<file path="config.mk">
export PLATFORM = sky130hd
export DESIGN_NAME = fixed_step_tick_accumulator
export DESIGN_NICKNAME = d
export VERILOG_FILES = /design/src/hdl/fsta_pkg.sv /design/src/hdl/fsta_div.sv /design/src/hdl/fsta_seq.sv /design/src/hdl/fixed_step_tick_accumulator.sv
export SDC_FILE = /design/constraint.sdc
export NUM_CORES = 1
export LEC_CHECK = 0
export BUFFER_PORTS_ARGS = -buffer_cell sky130_fd_sc_hd__buf_4
export CORE_ASPECT_RATIO = 0.8
export CORE_MARGIN = 5
export CORE_UTILIZATION = 23
export DETAILED_ROUTE_END_ITERATION = 16
export PLACE_DENSITY = 0.39
export SLEW_MARGIN = 20
export SYNTH_ARGS = -nofsm -noshare
export SYNTH_HDL_FRONTEND = slang
export SYNTH_HIERARCHICAL = 1
export SYNTH_SLANG_ARGS = --single-unit
</file>
<file path="constraint.sdc">
create_clock -name clk -period 7.7 [get_ports clk]
set_input_delay 1.155 -clock clk [delete_from_list [all_inputs] [get_ports clk]]
set_output_delay 1.155 -clock clk [all_outputs]
set_load 0.01 [all_outputs]
</file>
<file path="src/hdl/fsta_pkg.sv">
// ----------------------------------------------------------------------------
// fsta_pkg
// Widths, codes and shared types of the fixed-step tick accumulator.
// ----------------------------------------------------------------------------
`default_nettype none

package fsta_pkg;

  localparam int TIME_W    = 63;
  localparam int PER_W     = 30;
  localparam int CAP_W     = 10;
  localparam int DROP_W    = 32;
  localparam int TOTAL_W   = 48;
  localparam int FRAC_W    = 16;
  localparam int OP_W      = 2;
  localparam int CFG_IDX_W = 2;
  localparam int DVD_W     = 64;
  localparam int CNT_W     = 7;

  localparam logic [CNT_W-1:0] WHOLE_STEPS = CNT_W'(DVD_W);
  localparam logic [CNT_W-1:0] FRAC_STEPS  = CNT_W'(FRAC_W);

  localparam logic [PER_W-1:0] PERIOD_RESET = PER_W'(50000000);
  localparam logic [CAP_W-1:0] CAP_RESET    = CAP_W'(10);

  localparam logic [CFG_IDX_W-1:0] CFG_TICK_PERIOD  = CFG_IDX_W'(0);
  localparam logic [CFG_IDX_W-1:0] CFG_MAX_CATCH_UP = CFG_IDX_W'(1);

  typedef enum logic [OP_W-1:0] {
    OP_ADVANCE = 2'd0,
    OP_TAKE    = 2'd1,
    OP_REBASE  = 2'd2
  } fsta_op_t;

  typedef struct packed {
    logic             start;
    logic [CNT_W-1:0] steps;
  } fsta_div_cmd_t;

  typedef struct packed {
    logic done;
  } fsta_div_sts_t;

  typedef struct packed {
    logic [CAP_W-1:0]   ticks_granted;
    logic               tick_taken;
    logic               behind;
    logic [DROP_W-1:0]  dropped_ticks;
    logic [CAP_W-1:0]   pending_count;
    logic [TOTAL_W-1:0] total_ticks;
    logic [FRAC_W-1:0]  tick_fraction;
    logic [PER_W-1:0]   time_to_next;
  } fsta_res_t;

endpackage

`default_nettype wire

</file>
<file path="src/hdl/fsta_div.sv">
// ----------------------------------------------------------------------------
// fsta_div
// Shared restoring divider, one quotient bit per cycle. The dividend shifts
// out of the top of the quotient register as quotient bits shift in below.
// ----------------------------------------------------------------------------
`default_nettype none

module fsta_div
  import fsta_pkg::*;
(
  input  wire logic                clk,
  input  wire logic                rst_n,
  input  wire fsta_div_cmd_t       cmd,
  input  wire logic [DVD_W-1:0]    dvd,
  input  wire logic [PER_W-1:0]    dvs,
  input  wire logic [PER_W-1:0]    rem_init,
  output fsta_div_sts_t            sts,
  output logic [DVD_W-1:0]         quo,
  output logic [PER_W-1:0]         rem
);

  logic             busy_r, busy_nxt;
  logic             done_r, done_nxt;
  logic [CNT_W-1:0] cnt_r, cnt_nxt;
  logic [PER_W-1:0] rem_r, rem_nxt;
  logic [DVD_W-1:0] quo_r, quo_nxt;
  logic [PER_W-1:0] dvs_r, dvs_nxt;

  logic [PER_W:0]   shifted;
  logic [PER_W+1:0] diff;
  logic             fits;

  always_comb begin
    shifted = {rem_r, quo_r[DVD_W-1]};
    diff    = {1'b0, shifted} - {2'b00, dvs_r};
    fits    = !diff[PER_W+1];

    busy_nxt = busy_r;
    done_nxt = 1'b0;
    cnt_nxt  = cnt_r;
    rem_nxt  = rem_r;
    quo_nxt  = quo_r;
    dvs_nxt  = dvs_r;

    if (cmd.start) begin
      busy_nxt = 1'b1;
      cnt_nxt  = cmd.steps;
      rem_nxt  = rem_init;
      quo_nxt  = dvd;
      dvs_nxt  = dvs;
    end else if (busy_r) begin
      rem_nxt = fits ? diff[PER_W-1:0] : shifted[PER_W-1:0];
      quo_nxt = {quo_r[DVD_W-2:0], fits};
      cnt_nxt = cnt_r - CNT_W'(1);
      if (cnt_r == CNT_W'(1)) begin
        busy_nxt = 1'b0;
        done_nxt = 1'b1;
      end
    end
  end

  always_ff @(posedge clk) begin
    if (!rst_n) begin
      busy_r <= 1'b0;
      done_r <= 1'b0;
      cnt_r  <= '0;
    end else begin
      busy_r <= busy_nxt;
      done_r <= done_nxt;
      cnt_r  <= cnt_nxt;
    end
  end

  always_ff @(posedge clk) begin
    rem_r <= rem_nxt;
    quo_r <= quo_nxt;
    dvs_r <= dvs_nxt;
  end

  assign sts.done = done_r;
  assign quo      = quo_r;
  assign rem      = rem_r;

endmodule

`default_nettype wire

</file>
<file path="src/hdl/fsta_seq.sv">
// ----------------------------------------------------------------------------
// fsta_seq
// Sequencer and tick state. Runs items through the shared divider: whole
// periods for an advance, then the Q0.16 fraction unless it saturates.
// ----------------------------------------------------------------------------
`default_nettype none

module fsta_seq
  import fsta_pkg::*;
(
  input  wire logic                clk,
  input  wire logic                rst_n,
  input  wire logic                in_valid,
  output logic                     in_ready,
  input  wire logic [OP_W-1:0]     in_operation,
  input  wire logic [TIME_W-1:0]   in_now_time,
  input  wire logic [PER_W-1:0]    per,
  input  wire logic [CAP_W-1:0]    cap,
  output fsta_div_cmd_t            div_cmd,
  output logic [DVD_W-1:0]         div_dvd,
  output logic [PER_W-1:0]         div_rem_init,
  input  wire fsta_div_sts_t       div_sts,
  input  wire logic [DVD_W-1:0]    div_quo,
  input  wire logic [PER_W-1:0]    div_rem,
  output logic                     res_valid,
  input  wire logic                res_ready,
  output fsta_res_t                res
);

  typedef enum logic [7:0] {
    ST_IDLE  = 8'b0000_0001,
    ST_OPER  = 8'b0000_0010,
    ST_SUM   = 8'b0000_0100,
    ST_WHOLE = 8'b0000_1000,
    ST_APPLY = 8'b0001_0000,
    ST_FCHK  = 8'b0010_0000,
    ST_FRAC  = 8'b0100_0000,
    ST_DONE  = 8'b1000_0000
  } fsta_state_t;

  fsta_state_t        state_r, state_nxt;
  fsta_op_t           op_r, op_nxt;
  logic [TIME_W-1:0]  now_r, now_nxt;
  logic [TIME_W-1:0]  elap_r, elap_nxt;
  logic [TIME_W-1:0]  last_r, last_nxt;
  logic [PER_W-1:0]   acc_r, acc_nxt;
  logic [CAP_W-1:0]   pend_r, pend_nxt;
  logic [TOTAL_W-1:0] total_r, total_nxt;
  logic               behind_r, behind_nxt;
  logic [DROP_W-1:0]  drop_r, drop_nxt;
  logic [CAP_W-1:0]   granted_r, granted_nxt;
  logic               taken_r, taken_nxt;
  logic [FRAC_W-1:0]  frac_r, frac_nxt;

  logic [TIME_W:0]    tdiff;
  logic [CAP_W-1:0]   room;
  logic [CAP_W-1:0]   ticks;
  logic [DVD_W-1:0]   left;

  always_comb begin
    tdiff = {1'b0, now_r} - {1'b0, last_r};
    room  = (cap > pend_r) ? cap - pend_r : '0;
    ticks = (div_quo < DVD_W'(room)) ? div_quo[CAP_W-1:0] : room;
    left  = div_quo - DVD_W'(ticks);

    state_nxt   = state_r;
    op_nxt      = op_r;
    now_nxt     = now_r;
    elap_nxt    = elap_r;
    last_nxt    = last_r;
    acc_nxt     = acc_r;
    pend_nxt    = pend_r;
    total_nxt   = total_r;
    behind_nxt  = behind_r;
    drop_nxt    = drop_r;
    granted_nxt = granted_r;
    taken_nxt   = taken_r;
    frac_nxt    = frac_r;

    div_cmd      = '0;
    div_dvd      = '0;
    div_rem_init = '0;

    in_ready  = (state_r == ST_IDLE);
    res_valid = (state_r == ST_DONE);

    case (state_r)
      ST_IDLE: begin
        if (in_valid) begin
          op_nxt    = fsta_op_t'(in_operation);
          now_nxt   = in_now_time;
          state_nxt = ST_OPER;
        end
      end
      ST_OPER: begin
        granted_nxt = '0;
        taken_nxt   = 1'b0;
        state_nxt   = ST_FCHK;
        case (op_r)
          OP_ADVANCE: begin
            last_nxt  = now_r;
            elap_nxt  = tdiff[TIME_W] ? '0 : tdiff[TIME_W-1:0];
            state_nxt = ST_SUM;
          end
          OP_TAKE: begin
            if (pend_r != '0) begin
              pend_nxt  = pend_r - CAP_W'(1);
              total_nxt = total_r + TOTAL_W'(1);
              taken_nxt = 1'b1;
            end
          end
          OP_REBASE: begin
            last_nxt   = now_r;
            acc_nxt    = '0;
            pend_nxt   = '0;
            drop_nxt   = '0;
            behind_nxt = 1'b0;
          end
          default: begin
          end
        endcase
      end
      ST_SUM: begin
        div_cmd.start = 1'b1;
        div_cmd.steps = WHOLE_STEPS;
        div_dvd       = DVD_W'(elap_r) + DVD_W'(acc_r);
        state_nxt     = ST_WHOLE;
      end
      ST_WHOLE: begin
        if (div_sts.done) begin
          state_nxt = ST_APPLY;
        end
      end
      ST_APPLY: begin
        granted_nxt = ticks;
        pend_nxt    = pend_r + ticks;
        if (left != '0) begin
          behind_nxt = 1'b1;
          drop_nxt   = (left[DVD_W-1:DROP_W] != '0) ? '1 : left[DROP_W-1:0];
          acc_nxt    = '0;
        end else begin
          behind_nxt = 1'b0;
          drop_nxt   = '0;
          acc_nxt    = div_rem;
        end
        state_nxt = ST_FCHK;
      end
      ST_FCHK: begin
        if (acc_r >= per) begin
          frac_nxt  = '1;
          state_nxt = ST_DONE;
        end else begin
          div_cmd.start = 1'b1;
          div_cmd.steps = FRAC_STEPS;
          div_rem_init  = acc_r;
          state_nxt     = ST_FRAC;
        end
      end
      ST_FRAC: begin
        if (div_sts.done) begin
          frac_nxt  = div_quo[FRAC_W-1:0];
          state_nxt = ST_DONE;
        end
      end
      ST_DONE: begin
        if (res_ready) begin
          state_nxt = ST_IDLE;
        end
      end
      default: begin
        state_nxt = ST_IDLE;
      end
    endcase

    res.ticks_granted = granted_r;
    res.tick_taken    = taken_r;
    res.behind        = behind_r;
    res.dropped_ticks = drop_r;
    res.pending_count = pend_r;
    res.total_ticks   = total_r;
    res.tick_fraction = frac_r;
    res.time_to_next  = ((pend_r != '0) || (acc_r >= per)) ? '0 : per - acc_r;
  end

  always_ff @(posedge clk) begin
    if (!rst_n) begin
      state_r  <= ST_IDLE;
      last_r   <= '0;
      acc_r    <= '0;
      pend_r   <= '0;
      total_r  <= '0;
      behind_r <= 1'b0;
      drop_r   <= '0;
    end else begin
      state_r  <= state_nxt;
      last_r   <= last_nxt;
      acc_r    <= acc_nxt;
      pend_r   <= pend_nxt;
      total_r  <= total_nxt;
      behind_r <= behind_nxt;
      drop_r   <= drop_nxt;
    end
  end

  always_ff @(posedge clk) begin
    op_r      <= op_nxt;
    now_r     <= now_nxt;
    elap_r    <= elap_nxt;
    granted_r <= granted_nxt;
    taken_r   <= taken_nxt;
    frac_r    <= frac_nxt;
  end

endmodule

`default_nettype wire

</file>
<file path="src/hdl/fixed_step_tick_accumulator.sv">
// ----------------------------------------------------------------------------
// fixed_step_tick_accumulator
// Fixed-timestep tick generator with capped catch-up and dropped backlog.
//
//   channel  dir  handshake            payload
//   in       in   in_valid/in_ready    in_operation, in_now_time
//   out      out  out_valid/out_ready  ticks, flags, counts, fraction, time
//   cfg      in   cfg_valid/cfg_ready  cfg_index, cfg_data
//
// Advance: the serial divider works out 64 quotient bits of whole periods,
// then 16 bits of fraction. Take, re-base and unused codes skip the whole-
// period division, and the fraction division is skipped whenever the
// fraction saturates. One item in flight; in_ready is high whenever the
// sequencer is idle, even while the previous result waits in the output
// register. Synchronous active-low reset; config is always ready.
// ----------------------------------------------------------------------------
`default_nettype none

module fixed_step_tick_accumulator
  import fsta_pkg::*;
(
  input  wire logic                 clk,
  input  wire logic                 rst_n,
  input  wire logic                 in_valid,
  output logic                      in_ready,
  input  wire logic [OP_W-1:0]      in_operation,
  input  wire logic [TIME_W-1:0]    in_now_time,
  output logic                      out_valid,
  input  wire logic                 out_ready,
  output logic [CAP_W-1:0]          out_ticks_granted,
  output logic                      out_tick_taken,
  output logic                      out_behind,
  output logic [DROP_W-1:0]         out_dropped_ticks,
  output logic [CAP_W-1:0]          out_pending_count,
  output logic [TOTAL_W-1:0]        out_total_ticks,
  output logic [FRAC_W-1:0]         out_tick_fraction,
  output logic [PER_W-1:0]          out_time_to_next,
  input  wire logic                 cfg_valid,
  output logic                      cfg_ready,
  input  wire logic [CFG_IDX_W-1:0] cfg_index,
  input  wire logic [PER_W-1:0]     cfg_data
);

  logic [PER_W-1:0] period_r, period_nxt;
  logic [CAP_W-1:0] cap_r, cap_nxt;
  logic [PER_W-1:0] per_eff;

  logic             out_valid_r, out_valid_nxt;
  fsta_res_t        out_res_r, out_res_nxt;

  fsta_div_cmd_t    div_cmd;
  fsta_div_sts_t    div_sts;
  logic [DVD_W-1:0] div_dvd;
  logic [PER_W-1:0] div_rem_init;
  logic [DVD_W-1:0] div_quo;
  logic [PER_W-1:0] div_rem;

  logic             res_valid;
  logic             res_ready;
  fsta_res_t        res;

  assign cfg_ready = 1'b1;
  assign per_eff   = (period_r == '0) ? PER_W'(1) : period_r;
  assign res_ready = !out_valid_r || out_ready;

  always_comb begin
    period_nxt = period_r;
    cap_nxt    = cap_r;
    if (cfg_valid) begin
      case (cfg_index)
        CFG_TICK_PERIOD:  period_nxt = cfg_data;
        CFG_MAX_CATCH_UP: cap_nxt    = cfg_data[CAP_W-1:0];
        default: begin
        end
      endcase
    end

    out_valid_nxt = out_valid_r;
    out_res_nxt   = out_res_r;
    if (res_valid && res_ready) begin
      out_valid_nxt = 1'b1;
      out_res_nxt   = res;
    end else if (out_ready) begin
      out_valid_nxt = 1'b0;
    end
  end

  always_ff @(posedge clk) begin
    if (!rst_n) begin
      period_r    <= PERIOD_RESET;
      cap_r       <= CAP_RESET;
      out_valid_r <= 1'b0;
    end else begin
      period_r    <= period_nxt;
      cap_r       <= cap_nxt;
      out_valid_r <= out_valid_nxt;
    end
  end

  always_ff @(posedge clk) begin
    out_res_r <= out_res_nxt;
  end

  fsta_div u_div (
    .clk      (clk),
    .rst_n    (rst_n),
    .cmd      (div_cmd),
    .dvd      (div_dvd),
    .dvs      (per_eff),
    .rem_init (div_rem_init),
    .sts      (div_sts),
    .quo      (div_quo),
    .rem      (div_rem)
  );

  fsta_seq u_seq (
    .clk          (clk),
    .rst_n        (rst_n),
    .in_valid     (in_valid),
    .in_ready     (in_ready),
    .in_operation (in_operation),
    .in_now_time  (in_now_time),
    .per          (per_eff),
    .cap          (cap_r),
    .div_cmd      (div_cmd),
    .div_dvd      (div_dvd),
    .div_rem_init (div_rem_init),
    .div_sts      (div_sts),
    .div_quo      (div_quo),
    .div_rem      (div_rem),
    .res_valid    (res_valid),
    .res_ready    (res_ready),
    .res          (res)
  );

  assign out_valid         = out_valid_r;
  assign out_ticks_granted = out_res_r.ticks_granted;
  assign out_tick_taken    = out_res_r.tick_taken;
  assign out_behind        = out_res_r.behind;
  assign out_dropped_ticks = out_res_r.dropped_ticks;
  assign out_pending_count = out_res_r.pending_count;
  assign out_total_ticks   = out_res_r.total_ticks;
  assign out_tick_fraction = out_res_r.tick_fraction;
  assign out_time_to_next  = out_res_r.time_to_next;

endmodule

`default_nettype wire

</file>
==> out/qor.csv <==
metric,value,unit
dp.cells,6172,
r2r_cells,30,
antenna_found_initial,6,
fin_cells,6332,
cts.hold.buffers_added,0,
syn_to_final_growth,19.8,%
chipWidth,463,um
hpwl,91100,um
reg2reg_to,u_seq/acc_r[8],
synth_edf_count,427,
clkSinkCount,669,
critPathMaxStageDelay,490,ps
initial_core_util,23.0,%
final_cell_mix,"nand2_1 (495), edfxtp_1 (427), buf_4 (340)",
final.period_utilization,95.4,%
crit_path_max_fanout,30,
fin_skew,49.9,ps
grt_pass1_vias,28100,
drive_above_1_share,15.2,%
startpoint,u_seq/pend_r[5],
cp-end-kind,flip-flop,
detail-route-antenna-nets,0,
ff_latch_area,0.0177,mm2
r2r-start,u_seq/pend_r[5],
worstPathRequired,8310,ps
dieArea,0.172,mm2
vias,28600,
max_slew_margin,31.9,%
final_common_cell,nand2_1,
rsz0062_at_grt,false,
place_congestion,0.832,
tritoncts,built,
multi_input_area,0.0186,mm2
seq_area_frac_synth,46.8,%
ir_worst_vdd,0.159,mV
hold_viol,0,
core,0.164,mm2
nNetsFinal,4401,
path_class,reg2reg,
pre_cts_ws,-155,ps
synthCells,3858,
synth.distinct_cells,101,
crit_family,simple AND/OR/NAND/NOR gates,
cts_made_buffers,81,
postSynthAreaPerCell,9.78,um2
clockBufferDepth,3,
grt.total_usage,13.7,%
yosys.area.top_type_share,34.0,%
clkTransAtPathRegs,60,ps
die_h,372,um
n_fill_cell,17400,
port_buffers,251,
path_depth,30,
start_kind,flip-flop,
via_per_inst,4.52,
min_period,7350,ps
status,"finished, final reports clean",
cpMaxStageDelayCell,or4b_1,
setup_ws,353,ps
ys_seq_elements,669,
fp-row-count,133,
maxCapViolCount,0,
ys_warn_count,6,
path_buf_inv,7,
holdWs,416,ps
synth_ff_type,edfxtp_1,
drt_first_pass_iters,5,
worstSkewPairLatency,710,ps
wl_per_cell,19.2,um
fin_tns_setup,0,ps
power_density,213,mW/mm2
rrSetupSlack,350,ps
cellLeakagePower,0.0170,uW
clockRootBuffer,clkbuf_16,
fmax,136,MHz
setup_viol,0,
min_path_cells,0,
first_iter_violations,2126,
route.detailed.drc,0,
drv_slew,0,
critPathArrivalTime,7950,ps
routed_wl,121000,um
yosysTopAreaCell,edfxtp_1,
grt_pass1_wl,182000,um
grt_overflow,0,
worst_slew_pin_slew,1020,ps
synth.area.top_cells,"edfxtp_1 (34%), dfxtp_1 (13%), ha_1 (6.4%), nand2_1 (4.9%), xnor2_1 (2.9%)",
synthArstFlopShare,0,%
syn-cell-area,0.0377,mm2
final_util,27.6,%
worstSetupEndpoint,u_seq/acc_r[8],
grt_start_max_net_pins,86,
io_pins,253,
min_path_type,reg2reg,
htreeDepth,3,
==> logic make-up after synthesis <==
group / synth area share (%)
flops: 46.8
fa+ha+maj: 6.79
other cells: 0.0199
mux: 2.66
buf+inv: 4.41
simple gates: 18.1
xor+xnor: 5.25
compound gates: 15.9
==> metrics by stage <==
step | total power (uW) | area, um2
finish | 9650 | 45200
global route | 10100 | 45200
CTS | 9830 | 45100
detailed placement | 5650 | 42300
global placement | 5660 | 42300
floorplan | 5110 | 37800
==> power breakdown <==
part / switching (uW) / total (uW) / internal, uW
combinational: 963 / 1560 / 592
clock: 1670 / 4070 / 2400
sequential: 77.0 / 4020 / 3950
==> final cells by class <==
type / count / share of cell area, %
Antenna cell: 3 / 0.0166
Clock buffer: 108 / 5.05
Clock inverter: 44 / 1.09
Inverter: 215 / 1.79
Multi-Input combinational cell: 2787 / 41.1
Sequential cell: 669 / 39.1
Tap cell: 2160 / 5.98
Timing Repair Buffer: 346 / 5.91
==> routing by layer <==
layer,track usage [%],wire length [um],up-vias
met3,2.62,5370,139
li1,-,-,14300
met1,20.5,62800,13600
met4,3.18,2650,0
met2,20.4,50400,520
met5,0,0,-
==> flip-flops by register name, summed over array words and instances, names as in the netlist, 32 cells and up <==
register,cells
u_seq/elap_r,63
out_dropped_ticks,32
u_seq/total_r,48
u_seq/now_r,63
u_seq/drop_r,32
u_seq/last_r,63
u_div/quo,64
out_total_ticks,48
==> worst min path at each step <==
stage	from	end	slack, ps
2_1_floorplan	u_seq/frac_r[0]	out_tick_fraction[0]	400
3_3_place_gp	u_seq/granted_r[7]	out_ticks_granted[7]	400
3_5_place_dp	u_seq/frac_r[10]	out_tick_fraction[10]	400
4_1_cts	u_seq/frac_r[0]	out_tick_fraction[0]	420
5_1_grt	u_seq/granted_r[8]	out_ticks_granted[8]	430
6_report	u_seq/frac_r[10]	out_tick_fraction[10]	420
==> worst reg2reg max path, delay by kind of cell, from the launching register on <==
kind	cells	cell delay, ps
simple gates	11	3080
buf+inv	7	920
compound gates	9	2080
flops	1	340
fa+ha+maj	3	850
==> cell usage after synthesis (25+ instances only) <==
cell / number
nand2_1: 495
edfxtp_1: 427
nor2_1: 287
dfxtp_1: 242
inv_1: 214
a21oi_1: 212
ha_1: 192
clkbuf_1: 149
o21ai_0: 130
xnor2_1: 126
and2_1: 104
xor2_1: 100
a21o_1: 79
nand3_1: 78
a21boi_0: 76
mux2_2: 67
nor3_1: 64
nor2b_1: 52
a31oi_1: 50
nand2b_1: 47
nand4_1: 47
and3_1: 46
or3_1: 46
a211oi_1: 37
nor4_1: 31
o21a_1: 30
o41ai_2: 29
mux2i_1: 25
o21bai_1: 25
==> timing repair <==
item,4_1_cts,5_1_grt
setup buffers,0,5
gates resized for setup,3,12
cloned,0,0
pin swaps,0,4
setup endpoints to repair,30,59
(Power assumes the default switching activity.)
